File: src/hdl/qwt_muls.sv
`timescale 1ns / 1ps
// Scaling multiplier: trunc(x * s / 2^32) for signed 64-bit x and unsigned 33-bit s.
// One 32x33 multiplier used twice; depends on nothing else.
module qwt_muls (
    input  logic               aclk,
    input  logic               aresetn,
    input  logic               start,
    input  logic signed [63:0] x,
    input  logic        [32:0] s,
    output logic               done,
    output logic signed [63:0] result
);

    localparam logic [1:0] PH_IDLE = 2'd0;
    localparam logic [1:0] PH_HI   = 2'd1;
    localparam logic [1:0] PH_LO   = 2'd2;
    localparam logic [1:0] PH_SUM  = 2'd3;

    logic [1:0]         phase_reg;
    logic               done_reg;
    logic [63:0]        mag_reg;
    logic               neg_reg;
    logic [32:0]        s_reg;
    logic [63:0]        hi_reg;
    logic [32:0]        lo_reg;
    logic signed [63:0] res_reg;
    logic [31:0]        mul_a;
    logic [64:0]        prod;
    logic [63:0]        sum;

    // Upper half of the magnitude first, then the lower half.
    assign mul_a = (phase_reg == PH_HI) ? mag_reg[63:32] : mag_reg[31:0];
    assign prod  = 65'(mul_a) * 65'(s_reg);
    assign sum   = hi_reg + 64'(lo_reg);

    always_ff @(posedge aclk) begin
        if (!aresetn) begin
            phase_reg <= PH_IDLE;
            done_reg  <= 1'b0;
        end else begin
            done_reg <= 1'b0;
            case (phase_reg)
                PH_IDLE: begin
                    if (start) begin
                        mag_reg   <= x[63] ? 64'(-x) : 64'(x);
                        neg_reg   <= x[63];
                        s_reg     <= s;
                        phase_reg <= PH_HI;
                    end
                end
                PH_HI: begin
                    hi_reg    <= prod[63:0];
                    phase_reg <= PH_LO;
                end
                PH_LO: begin
                    lo_reg    <= prod[64:32];
                    phase_reg <= PH_SUM;
                end
                PH_SUM: begin
                    res_reg   <= neg_reg ? -$signed(sum) : $signed(sum);
                    done_reg  <= 1'b1;
                    phase_reg <= PH_IDLE;
                end
                default: phase_reg <= PH_IDLE;
            endcase
        end
    end

    assign done   = done_reg;
    assign result = res_reg;

endmodule

File: config.mk
export PLATFORM = sky130hd
export DESIGN_NAME = qwt_muls
export DESIGN_NICKNAME = d
export VERILOG_FILES = /design/src/hdl/qwt_muls.sv
export SDC_FILE = /design/constraint.sdc
export NUM_CORES = 2
export LEC_CHECK = 0
export BUFFER_PORTS_ARGS = -buffer_cell sky130_fd_sc_hd__buf_2
export CAP_MARGIN = 10
export CORE_AREA = 2 2 298 300
export CTS_CLUSTER_SIZE = 20
export DETAILED_ROUTE_END_ITERATION = 12
export DIE_AREA = 0 0 300 302
export GPL_ROUTABILITY_DRIVEN = 0
export GPL_TIMING_DRIVEN = 0
export PLACE_DENSITY = 0.72
export SYNTH_ARGS = -nofsm -noshare
export SYNTH_HDL_FRONTEND = slang
export SYNTH_SLANG_ARGS = --single-unit
File: constraint.sdc
create_clock -name aclk -period 12.2 [get_ports aclk]
set_input_delay 0.61 -clock aclk [delete_from_list [all_inputs] [get_ports aclk]]
set_output_delay 0.61 -clock aclk [all_outputs]
set_load 0.05 [all_outputs]
==> flow_summary.json <==
{
  "status": "finished clean",
  "yosys_warnings": 0,
  "cts-root-buf": "clkbuf_16",
  "die_area_um2": 90600,
  "cp.arrival_ns": 12.04,
  "avgViaCountPerCell": 5.90,
  "dr.pass1.iters": 8,
  "critical-path-top-delay-family": "adder cells",
  "dieHeight_um": 302,
  "cts_buffer_depth": 3,
  "synthCells": 4915,
  "seq_area_um2": 7840,
  "clk_pin_slew_ns": 0.07,
  "drv_cap": 0,
  "routed-via-count": 37200,
  "portBuffers": 164,
  "worstSetupPathType": "reg2reg",
  "async_flop_share": 0,
  "setup-tns-final_ns": 0,
  "nFillCells": 7660,
  "synth_area_um2": 47800,
  "ys_top_cells_by_count": "fa_1 (927), inv_1 (921), nand2_1 (668)",
  "die_width_um": 300,
  "avgSynthCellArea_um2": 9.73,
  "clock-skew-final_ns": 0.0435,
  "cpMostUsedCell": "fa_1",
  "start_util": 0.546,
  "synth.most_common_cell": "fa_1",
  "synth_enable_flop_cells": 259,
  "postCtsHoldBufs": 0,
  "grt_pass1_vias": 37900,
  "nNetsFinal": 6443,
  "post_drt_wl_per_cell_um": 24.5,
  "endpoint_kind": "register",
  "ys_types": 81,
  "start_kind": "register",
  "worst-path-buf-inv": 7,
  "cp_slowest_cell": "clkbuf_1",
  "yosys.area.top_type": "fa_1",
  "multiInputGateArea_um2": 35600,
  "antenna_found_initial": 11,
  "synth_nets": 6245,
  "required_ns": 12.57,
  "ys_seq_elements": 262,
  "dp_hpwl_um": 128000,
  "ys_seq_area_frac": 0.164,
  "fmax_mhz": 85.7,
  "min_period_ns": 11.67,
  "hold_viol_final": 0,
  "fp-row-count": 109,
  "cts_tree": "yes",
  "postCtsSetupBuffers": 0,
  "tightest_slew_ns": 1.35,
  "core_um2": 87600,
  "cts_made_buffers": 29,
  "pin_count": 165,
  "clock_latency_ns": 0.63,
  "syn2layout_area_growth_pct": 6.80,
  "ant_nets": 0,
  "synth.area.top_cells": "fa_1 (39%), edfxtp_1 (16%), ha_1 (7.9%)",
  "crit_path_max_fanout": 10,
  "clkSinkCount": 262,
  "drc_errors": 0,
  "htree_levels": 1,
  "hold_class": "in2reg",
  "grt.overflow.total": 0,
  "min_period_over_period": 0.957,
  "drt-initial-drc-count": 3564,
  "synth_flop_cell": "edfxtp_1",
  "max_slew_margin": 0.103,
  "totalWireLength_um": 155000,
  "slowest_delay_ns": 0.90,
  "rsz0062_at_grt": "false",
  "grt_pass1_wl_um": 231000,
  "grt_use_total": 0.349,
  "ctsResizeCount": 0,
  "drive_above_1_share": 0.0565,
  "netlist.area_leader.share": 0.388,
  "grt_max_degree": 74,
  "setup_violations": 0,
  "finalMaxSlewViolations": 0
}
-- worst paths after layout --
kind / start / endpoint / slack [ns] / cells past startpoint
setup / recovery: phase_reg[0] / hi_reg[62] / 0.53 / 31
hold reg to reg: phase_reg[0] / phase_reg[0] / 0.57 / 2
hold / removal: s[31] / s_reg[31] / 0.15 / 1
setup reg to reg: phase_reg[0] / hi_reg[62] / 0.53 / 31
-- cells in the final DEF, fill, tap and decap left out, types with 13 or more instances in the layout --
master / n
ha_1: 303
and3_1: 22
nand3_1: 42
or3_1: 33
a21o_1: 63
o31ai_1: 37
fa_1: 927
clkbuf_16: 29
inv_1: 921
o21ai_0: 113
a211oi_1: 14
nor2_1: 67
xnor2_1: 174
nand4_1: 41
nor3_1: 26
a21oi_1: 108
mux2_2: 34
xor2_1: 60
buf_2: 170
or4_1: 20
nand2_1: 668
o21bai_1: 13
edfxtp_1: 259
and2_1: 512
clkbuf_1: 245
o41ai_1: 14
-- layout make-up --
cell class / count / share of cell area
multi-input combinational: 3480 / 0.697
tap: 1165 / 0.0285
sequential: 262 / 0.153
antenna: 10 / 0.000490
timing repair buffer: 167 / 0.0174
clock buffer: 32 / 0.0144
clock inverter: 17 / 0.00269
inverter: 921 / 0.0677
buffer: 252 / 0.0188
-- worst register-to-register path: cells and delay by family, from the launching register on --
| family | cells | cell delay [ns] |
|---|---|---|
| DFF | 1 | 0.40 |
| AOI/OAI and AO/OA | 7 | 1.66 |
| xor gates and xnor gates | 1 | 0.33 |
| muxes | 1 | 0.63 |
| buffers and inverters | 7 | 2.38 |
| adders and majority gates | 10 | 5.03 |
| and+or+nand+nor | 5 | 0.99 |
-- per-layer routing --
layer,vias up,track usage,routed length (um)
met2,2429,0.523,66300
met5,-,0,84
li1,15700,-,-
met3,722,0.120,19500
met1,18300,0.423,54500
met4,12,0.248,14200
-- cells by family (layout without fill, tap and decap cells) --
kind of cell	after synthesis	after routing	synth area share
fa+ha+maj	1230	1230	0.467
simple gates	1513	1513	0.161
xor+xnor	234	234	0.0428
flops	262	262	0.164
other cells	0	10	0
buf+inv	1173	1389	0.0923
compound gates	467	467	0.0645
mux	36	36	0.00842
-- stage by stage --
step / util / std cells / worst slack [ns] / hold WS, ns / instance area [um^2]
floorplan: - / 4915 / 3.57 / 0.518 / 47800
global placement: 0.572 / 6244 / 0.928 / 0.540 / 50100
detailed placement: 0.573 / 6247 / 0.903 / 0.556 / 50200
CTS: 0.583 / 6296 / 0.844 / 0.108 / 51100
global route: 0.583 / 6298 / 0.150 / 0.132 / 51100
finish: 0.584 / 6306 / 0.529 / 0.148 / 51100
Power is left out: the tool's default activity adds up to more than one toggle a clock period on the data nets, which glitch-free logic cannot reach.
