$ cat src/hdl/qwt_pkg.sv
`timescale 1ns / 1ps
// Shared types, codes and defaults for the quintic waypoint trajectory core.
// Depends on nothing; the core, store, divider and checker refer to it by scoped names.
package qwt_pkg;

    localparam int MAX_POINTS_DEF = 64;
    localparam int FRAC_BITS_DEF  = 16;
    localparam int COUNT_OUT_W    = 7;
    localparam int DIV_STEPS      = 64;

    // Beat kinds on the input channel.
    localparam logic [1:0] KIND_APPEND = 2'd0;
    localparam logic [1:0] KIND_EVAL   = 2'd1;
    localparam logic [1:0] KIND_CLEAR  = 2'd2;

    // Result status codes.
    localparam logic [1:0] STAT_OK     = 2'd0;
    localparam logic [1:0] STAT_FULL   = 2'd1;
    localparam logic [1:0] STAT_NONINC = 2'd2;
    localparam logic [1:0] STAT_SAT    = 2'd3;

    typedef struct packed {
        logic        [1:0]  kind;
        logic        [31:0] when;
        logic signed [31:0] pos_x;
        logic signed [31:0] pos_y;
        logic signed [31:0] pos_z;
    } in_t;

    typedef struct packed {
        logic signed [31:0] out_x;
        logic signed [31:0] out_y;
        logic signed [31:0] out_z;
        logic        [1:0]  status;
        logic        [6:0]  point_count;
    } out_t;

    typedef struct packed {
        logic signed [31:0] x;
        logic signed [31:0] y;
        logic signed [31:0] z;
    } pos_t;

endpackage

$ cat src/hdl/qwt_div.sv
`timescale 1ns / 1ps
// Radix-2 restoring divider, 64-bit dividend by 32-bit divisor, one quotient bit a cycle.
// Depends on qwt_pkg for the step count.
module qwt_div (
    input  logic        aclk,
    input  logic        aresetn,
    input  logic        start,
    input  logic [63:0] dividend,
    input  logic [31:0] divisor,
    output logic        done,
    output logic [63:0] quotient
);

    localparam int CNT_W = $clog2(qwt_pkg::DIV_STEPS);

    logic             busy_reg;
    logic             done_reg;
    logic [CNT_W-1:0] cnt_reg;
    logic [31:0]      rem_reg;
    logic [31:0]      dsr_reg;
    logic [63:0]      quo_reg;
    logic [32:0]      rem_sh;
    logic             ge;

    // Shift the next dividend bit in and try the subtraction.
    assign rem_sh = {rem_reg, quo_reg[63]};
    assign ge     = rem_sh >= {1'b0, dsr_reg};

    always_ff @(posedge aclk) begin
        if (!aresetn) begin
            busy_reg <= 1'b0;
            done_reg <= 1'b0;
        end else begin
            done_reg <= 1'b0;
            if (start) begin
                busy_reg <= 1'b1;
                cnt_reg  <= '0;
                rem_reg  <= '0;
                dsr_reg  <= divisor;
                quo_reg  <= dividend;
            end else if (busy_reg) begin
                rem_reg <= ge ? 32'(rem_sh - {1'b0, dsr_reg}) : rem_sh[31:0];
                quo_reg <= {quo_reg[62:0], ge};
                cnt_reg <= cnt_reg + 1'b1;
                if (cnt_reg == CNT_W'(qwt_pkg::DIV_STEPS - 1)) begin
                    busy_reg <= 1'b0;
                    done_reg <= 1'b1;
                end
            end
        end
    end

    assign done     = done_reg;
    assign quotient = quo_reg;

endmodule

$ cat config.mk
export PLATFORM = sky130hd
export DESIGN_NAME = qwt_div
export DESIGN_NICKNAME = d
export VERILOG_FILES = /design/src/hdl/qwt_pkg.sv /design/src/hdl/qwt_div.sv
export SDC_FILE = /design/constraint.sdc
export NUM_CORES = 1
export LEC_CHECK = 0
export BUFFER_PORTS_ARGS = -buffer_cell sky130_fd_sc_hd__buf_4
export CORE_MARGIN = 2
export CORE_UTILIZATION = 45
export DETAILED_ROUTE_END_ITERATION = 7
export MAX_ROUTING_LAYER = met4
export PLACE_DENSITY = 0.66
export SLEW_MARGIN = 20
export SYNTH_ARGS = -nofsm -noshare
export SYNTH_HDL_FRONTEND = slang
export SYNTH_SLANG_ARGS = --single-unit
$ cat constraint.sdc
create_clock -name aclk -period 4.1 [get_ports aclk]
set_clock_uncertainty 0.15 [all_clocks]
set_input_delay 0.205 -clock aclk [delete_from_list [all_inputs] [get_ports aclk]]
set_output_delay 0.205 -clock aclk [all_outputs]
set_load 0.005 [all_outputs]
==> impl_metrics.tcl, run 1 <==
set metrics [dict create \
    outcome "finished clean" \
    layout_commonest_cell "buf_4" \
    final_cell_mix "169 x buf_4, 134 x edfxtp_1, 97 x dlygate4sd3_1" \
    crit_path_frequent_cell "nor2_1" \
    setup_violations 0 \
    syn2layout_area_growth_pct 40.18 \
    relSlewSlack 0.4024 \
    hp-class "in -> reg" \
    port_buffers 163 \
    yosysWarnings 0 \
    critPathMaxStageDelay_ps 420 \
    overflow 0 \
    largest_reg_flops 64 \
    synth_nets 736 \
    setup_tns_ps 0 \
    critPathSlowestCell "edfxtp_1" \
    htreeDepth 4 \
    drv_slew 0 \
    end_kind "register" \
    dr.pass1.iters 4 \
    rows 46 \
    power_frac_seq 0.409 \
    synth_flop_cell "edfxtp_1" \
    seqCellArea_um2 4064 \
    initial_core_util 0.4632 \
    routed-via-count 5694 \
    worst_ep_arrival_time_ps 3320 \
    multi_input_area_um2 3083 \
    hold_viol 0 \
    syn_area_per_cell_um2 12.29 \
    synthArstFlopShare 0 \
    clk_pin_slew_ps 60 \
    cts_tree "done" \
    grt_pass1_vias 6054 \
    ir_worst_vdd_mv 0.3209 \
    p_clk_frac 0.359 \
    drcViolationCount 0 \
    crit_type "reg -> reg" \
    via_per_inst 5.219 \
    p_switching_w 0.001151 \
    cts_buffers 17 \
    fin_total_pwr_w 0.004216 \
    max_cap_violations 0 \
    num_io_pins 164 \
    cts-resized-gates 0 \
    cts-root-buf "clkbuf_16" \
    sw_frac_of_total 0.2729 \
    antenna_cells 0 \
    drtIter0Drc 257 \
    max-clock-path-buffers 2 \
    final_antenna_net_count 0 \
    max_freq_mhz 301.2 \
    synth_cell_types 53 \
    p_per_area_nw_per_um2 405.7 \
    power.internal_w 0.003065 \
    grt_usage 0.2226 \
    ys_seq_area_frac 0.5483 \
    layout-drive-gt1-share 0.3109 \
    required_ps 4100 \
    worstSkewPairLatency_ps 430 \
    dp_hpwl_mm 12.47 \
    grt_max_degree 71 \
    rsz0062_at_grt "false" \
    num-nets-final 995 \
    wl_per_cell_um 16.68 \
    drt_wl_total_mm 18.20 \
    crit_chain "ha_1 > nand4_1 > nor2_1 > a21boi_2 > nor3b_2 > a211o_1 > o21a_4 > o221ai_4 > buf_4 > mux2i_1 > nor2_1" \
    coreArea_um2 16000 \
    synth_cells 603 \
    start_kind "register" \
    die_width_um 132.3 \
    synth_edf_count 134 \
    setup_ws_ps 779.9 \
    place_congestion 0.8949 \
    power_leakage_nw 4.367 \
    share_comb_of_total_power 0.232 \
    tightest_slew_ps 896.4 \
    die-area_um2 17510 \
    ys_ff_latch 136 \
    finalCritPeriodShare 0.8098 \
    dieHeight_um 132.3 \
    clock_sinks 136 \
    nFillCells 1224 \
    antenna_found_initial 0 \
    path_max_fanout 18 \
    syn_area_um2 7412 \
    dpl_worst_slack_ps 814.1 \
    period_minus_slack_ps 3320 \
    grt_pass1_wl_mm 30.07 \
]
==> stage by stage <==
stage / util / instance area [um2] / hold slack (ps) / std cells
4_1_cts: 0.6494 / 10390 / 130.3 / 1091
6_report: 0.6494 / 10390 / 138.5 / 1091
3_3_place_gp: 0.5525 / 8840 / 233.1 / 962
2_1_floorplan: - / 7412 / 153.9 / 603
3_5_place_dp: 0.5525 / 8840 / 234.6 / 962
5_1_grt: 0.6494 / 10390 / 161.1 / 1091
==> layer usage <==
layer | GRT usage | up-vias | wire length (um)
li1 | - | 2753 | -
met3 | 0.05652 | 27 | 919
met4 | 0.07168 | 0 | 365
met2 | 0.3817 | 172 | 9122
met1 | 0.2558 | 2742 | 7797
met5 | - | - | 0
==> cell families (layout without fill, tap and decap cells) <==
logic type	count (synthesis)	count (layout)	synth area share
simple gates	134	134	0.08424
flops	136	136	0.5483
mux	90	90	0.1325
buf+inv	67	339	0.03832
xor+xnor	29	29	0.03427
compound gates	113	113	0.1040
fa+ha+maj	34	34	0.05841
==> area by class of cell <==
cell class	count	share of cell area
inverters	41	0.01481
repair buffers	266	0.2156
well taps	216	0.02601
clock inverters	13	0.01409
clock buffers	19	0.04167
multi-input cells	400	0.2967
flip-flops and latches	136	0.3911
==> critical path, delay by kind of cell (launching register included) <==
family	cells	cell delay, ps
AOI/OAI and AO/OA	4	980
and+or+nand+nor	4	520
DFF	1	420
adders and majority gates	1	420
buffers and inverters	1	320
muxes	1	250
==> synthesized netlist by cell type (all sizes together), types with 2 or more instances <==
library cell  instances  area [um2]
inv                  41       153.9
nor3                  5       25.02
mux2i                25       250.2
dfxtp                 2       40.04
nand2b                3       18.77
clkbuf               16       60.06
o21bai                7       52.55
nand4                 9       56.30
or3                   3       18.77
mux2                 65       732.0
o31ai                 2       15.01
o2111ai               3       26.28
nand2                30       112.6
and3                  3       20.02
nor2                 57       214.0
o21ai                11       55.05
a211oi                7       57.55
nor2b                 5       31.28
o22ai                 2       12.51
xor2                 12       105.1
a21oi                34       170.2
a211o                 2       17.52
buf                  10       70.06
o21a                 11       90.08
edfxtp              134        4024
xnor2                17       148.9
a21o                 19       142.6
nand3b                2       15.01
o211ai                2       15.01
ha                   33       412.9
a31oi                 7       43.79
nand3                 9       45.04
==> power by group through the flow <==
stage	Combinational [W]	Sequential [W]	Clock, W
global route	0.00108	0.00174	0.00159
detailed placement	0.000897	0.00175	0
global placement	0.000880	0.00175	0
finish	0.000977	0.00173	0.00151
CTS	0.000976	0.00173	0.00153
floorplan	0.000626	0.00175	0
==> timing repair <==
item / in CTS / in global routing
buffers inserted: 0 / 0
endpoints found under the hold margin: 97 / 0
hold buffers: 97 / 0
setup endpoints to repair: 0 / 0
==> path summary, 6_finish.rpt <==
check | from | to | slack, ps | cells after the start
setup reg to reg | rem_reg[9]$_SDFFCE_PP0P_ | rem_reg[27]$_SDFFCE_PP0P_ | 780 | 11
hold / removal | start | cnt_reg[0]$_SDFFCE_PP0P_ | 140 | 2
setup / recovery | rem_reg[9]$_SDFFCE_PP0P_ | rem_reg[27]$_SDFFCE_PP0P_ | 780 | 11
hold reg to reg | busy_reg$_SDFF_PN0_ | done$_SDFF_PP0_ | 300 | 2
Power figures use the tool's default switching activity.
==> run 2: changes to the inputs <==
==> constraint.sdc (replaced) <==
create_clock -name aclk -period 3.2 [get_ports aclk]
set_clock_uncertainty 0.15 [all_clocks]
set_input_delay 0.16 -clock aclk [delete_from_list [all_inputs] [get_ports aclk]]
set_output_delay 0.16 -clock aclk [all_outputs]
set_load 0.005 [all_outputs]
==> impl_metrics.tcl, run 2 (synthesis results as in run 1) <==
set metrics [dict create \
    outcome "finished, violations left" \
    violations "negative setup slack" \
    cts-root-buf "clkbuf_16" \
    r2r_start "rem_reg[2]$_SDFFCE_PP0P_" \
    p_per_area_nw_per_um2 505.3 \
    final_antenna_net_count 0 \
    ff2ff_path_depth 11 \
    path_max_fanout 17 \
    num-nets-final 1026 \
    die_width_um 132.3 \
    finalCritPeriodShare 1.004 \
    clk_pin_slew_ps 60 \
    setup_ws_ps -13.52 \
    antenna_found_initial 2 \
    final_cell_mix "195 x buf_4, 134 x edfxtp_1, 97 x dlygate4sd3_1" \
    max-clock-path-buffers 2 \
    dp_hpwl_mm 12.98 \
    max_freq_mhz 311.2 \
    drtIter0Drc 312 \
    r2r-end "rem_reg[13]$_SDFFCE_PP0P_" \
    grt_usage 0.2284 \
    htreeDepth 4 \
    grt_pass1_vias 6224 \
    fin_total_pwr_w 0.005456 \
    hold_viol 0 \
    start_kind "register" \
    setup_violations 1 \
    max_cap_violations 0 \
    port_buffers 163 \
    ir_worst_vdd_mv 0.3550 \
    cts_buffers 17 \
    stdcell_count 1123 \
    postPlaceCellArea_um2 9017 \
    grt_max_degree 79 \
    required_ps 3200 \
    initial_core_util 0.4632 \
    routed-via-count 5897 \
    layout-drive-gt1-share 0.3536 \
    syn2layout_area_growth_pct 45.66 \
    dr.pass1.iters 4 \
    crit_start "rem_reg[2]$_SDFFCE_PP0P_" \
    fin_area_um2 10800 \
    overflow 0 \
    hp-class "in -> reg" \
    relSlewSlack 0.6809 \
    utilization 0.6748 \
    rsz0062_at_grt "true" \
    drt_wl_total_mm 19.65 \
    clock_sinks 136 \
    worst_ep_arrival_time_ps 3210 \
    rows 46 \
    largest_reg_flops 64 \
    worstSkewPairLatency_ps 420 \
    power_leakage_nw 4.534 \
    drcViolationCount 0 \
    regToRegSetupSlack_ps -10 \
    end_kind "register" \
    setup_tns_ps -13.52 \
    cts_tree "done" \
    place_congestion 0.9050 \
    coreArea_um2 16000 \
    layout_commonest_cell "buf_4" \
    wl_per_cell_um 17.50 \
    crit_end "rem_reg[13]$_SDFFCE_PP0P_" \
    num_io_pins 164 \
    period_minus_slack_ps 3214 \
    dieHeight_um 132.3 \
    grt_pass1_wl_mm 30.91 \
    tightest_slew_ps 478.6 \
    die-area_um2 17510 \
    dp.cells 979 \
    crit_type "reg -> reg" \
    via_per_inst 5.251 \
    drv_slew 0 \
]
-- run 2: layer usage --
metal | vias up | track usage | share of wire
met4 | 0 | 0.06452 | 0.017
li1 | 2818 | - | -
met3 | 26 | 0.06767 | 0.060
met2 | 198 | 0.3923 | 0.51
met1 | 2855 | 0.2593 | 0.41
met5 | - | - | 0
-- run 2: how the worst min path moves through the flow --
stage,start,end,cells past startpoint
after floorplan,divisor[0],dsr_reg[0]$_DFFE_PP_,0
after global placement,divisor[25],dsr_reg[25]$_DFFE_PP_,1
after detailed placement,divisor[13],dsr_reg[13]$_DFFE_PP_,1
after CTS,start,rem_reg[27]$_SDFFCE_PP0P_,2
after global routing,start,rem_reg[23]$_SDFFCE_PP0P_,2
final,start,done$_SDFF_PP0_,2
-- run 2: worst max-delay path, stage by stage, from the launching register on --
cell	delay (ps)
edfxtp_1	430
ha_4	350
a21o_1	150
a21oi_1	150
a21boi_4	200
nor3b_2	70
a211o_1	330
o21a_4	240
o221ai_4	340
buf_12	230
mux2i_2	230
nor2_1	60
-- run 2: repair_timing --
item,4_1_cts,5_1_grt
gates cloned,0,1
setup endpoints to repair,3,31
resized for setup,1,26
pin swaps,1,4
setup buffers,0,13
hold buffers,97,0
endpoints found under the hold margin,97,0
-- run 2: area by class of cell --
class	instances	area, um2
fill	1191	5204
sequential	136	4064
multi-input combinational	400	3227
timing repair buffer	297	2540
clock buffer	20	436.7
tap	216	270.3
inverter	41	153.9
clock inverter	11	100.1
antenna	2	5.005
-- run 2: per-stage QoR --
stage	hold WS (ps)	setup WS (ps)
2_1_floorplan	108.9	277.7
3_3_place_gp	188.2	89.10
3_5_place_dp	189.4	4.394
4_1_cts	54.27	22.61
5_1_grt	89.61	-134.7
6_report	73.21	-13.52
-- run 2: report_power, final --
part / switching [W] / total [W] / internal (W)
logic: 0.000672 / 0.00141 / 0.000740
clock network: 0.000760 / 0.00182 / 0.00106
registers: 0.0000792 / 0.00222 / 0.00214
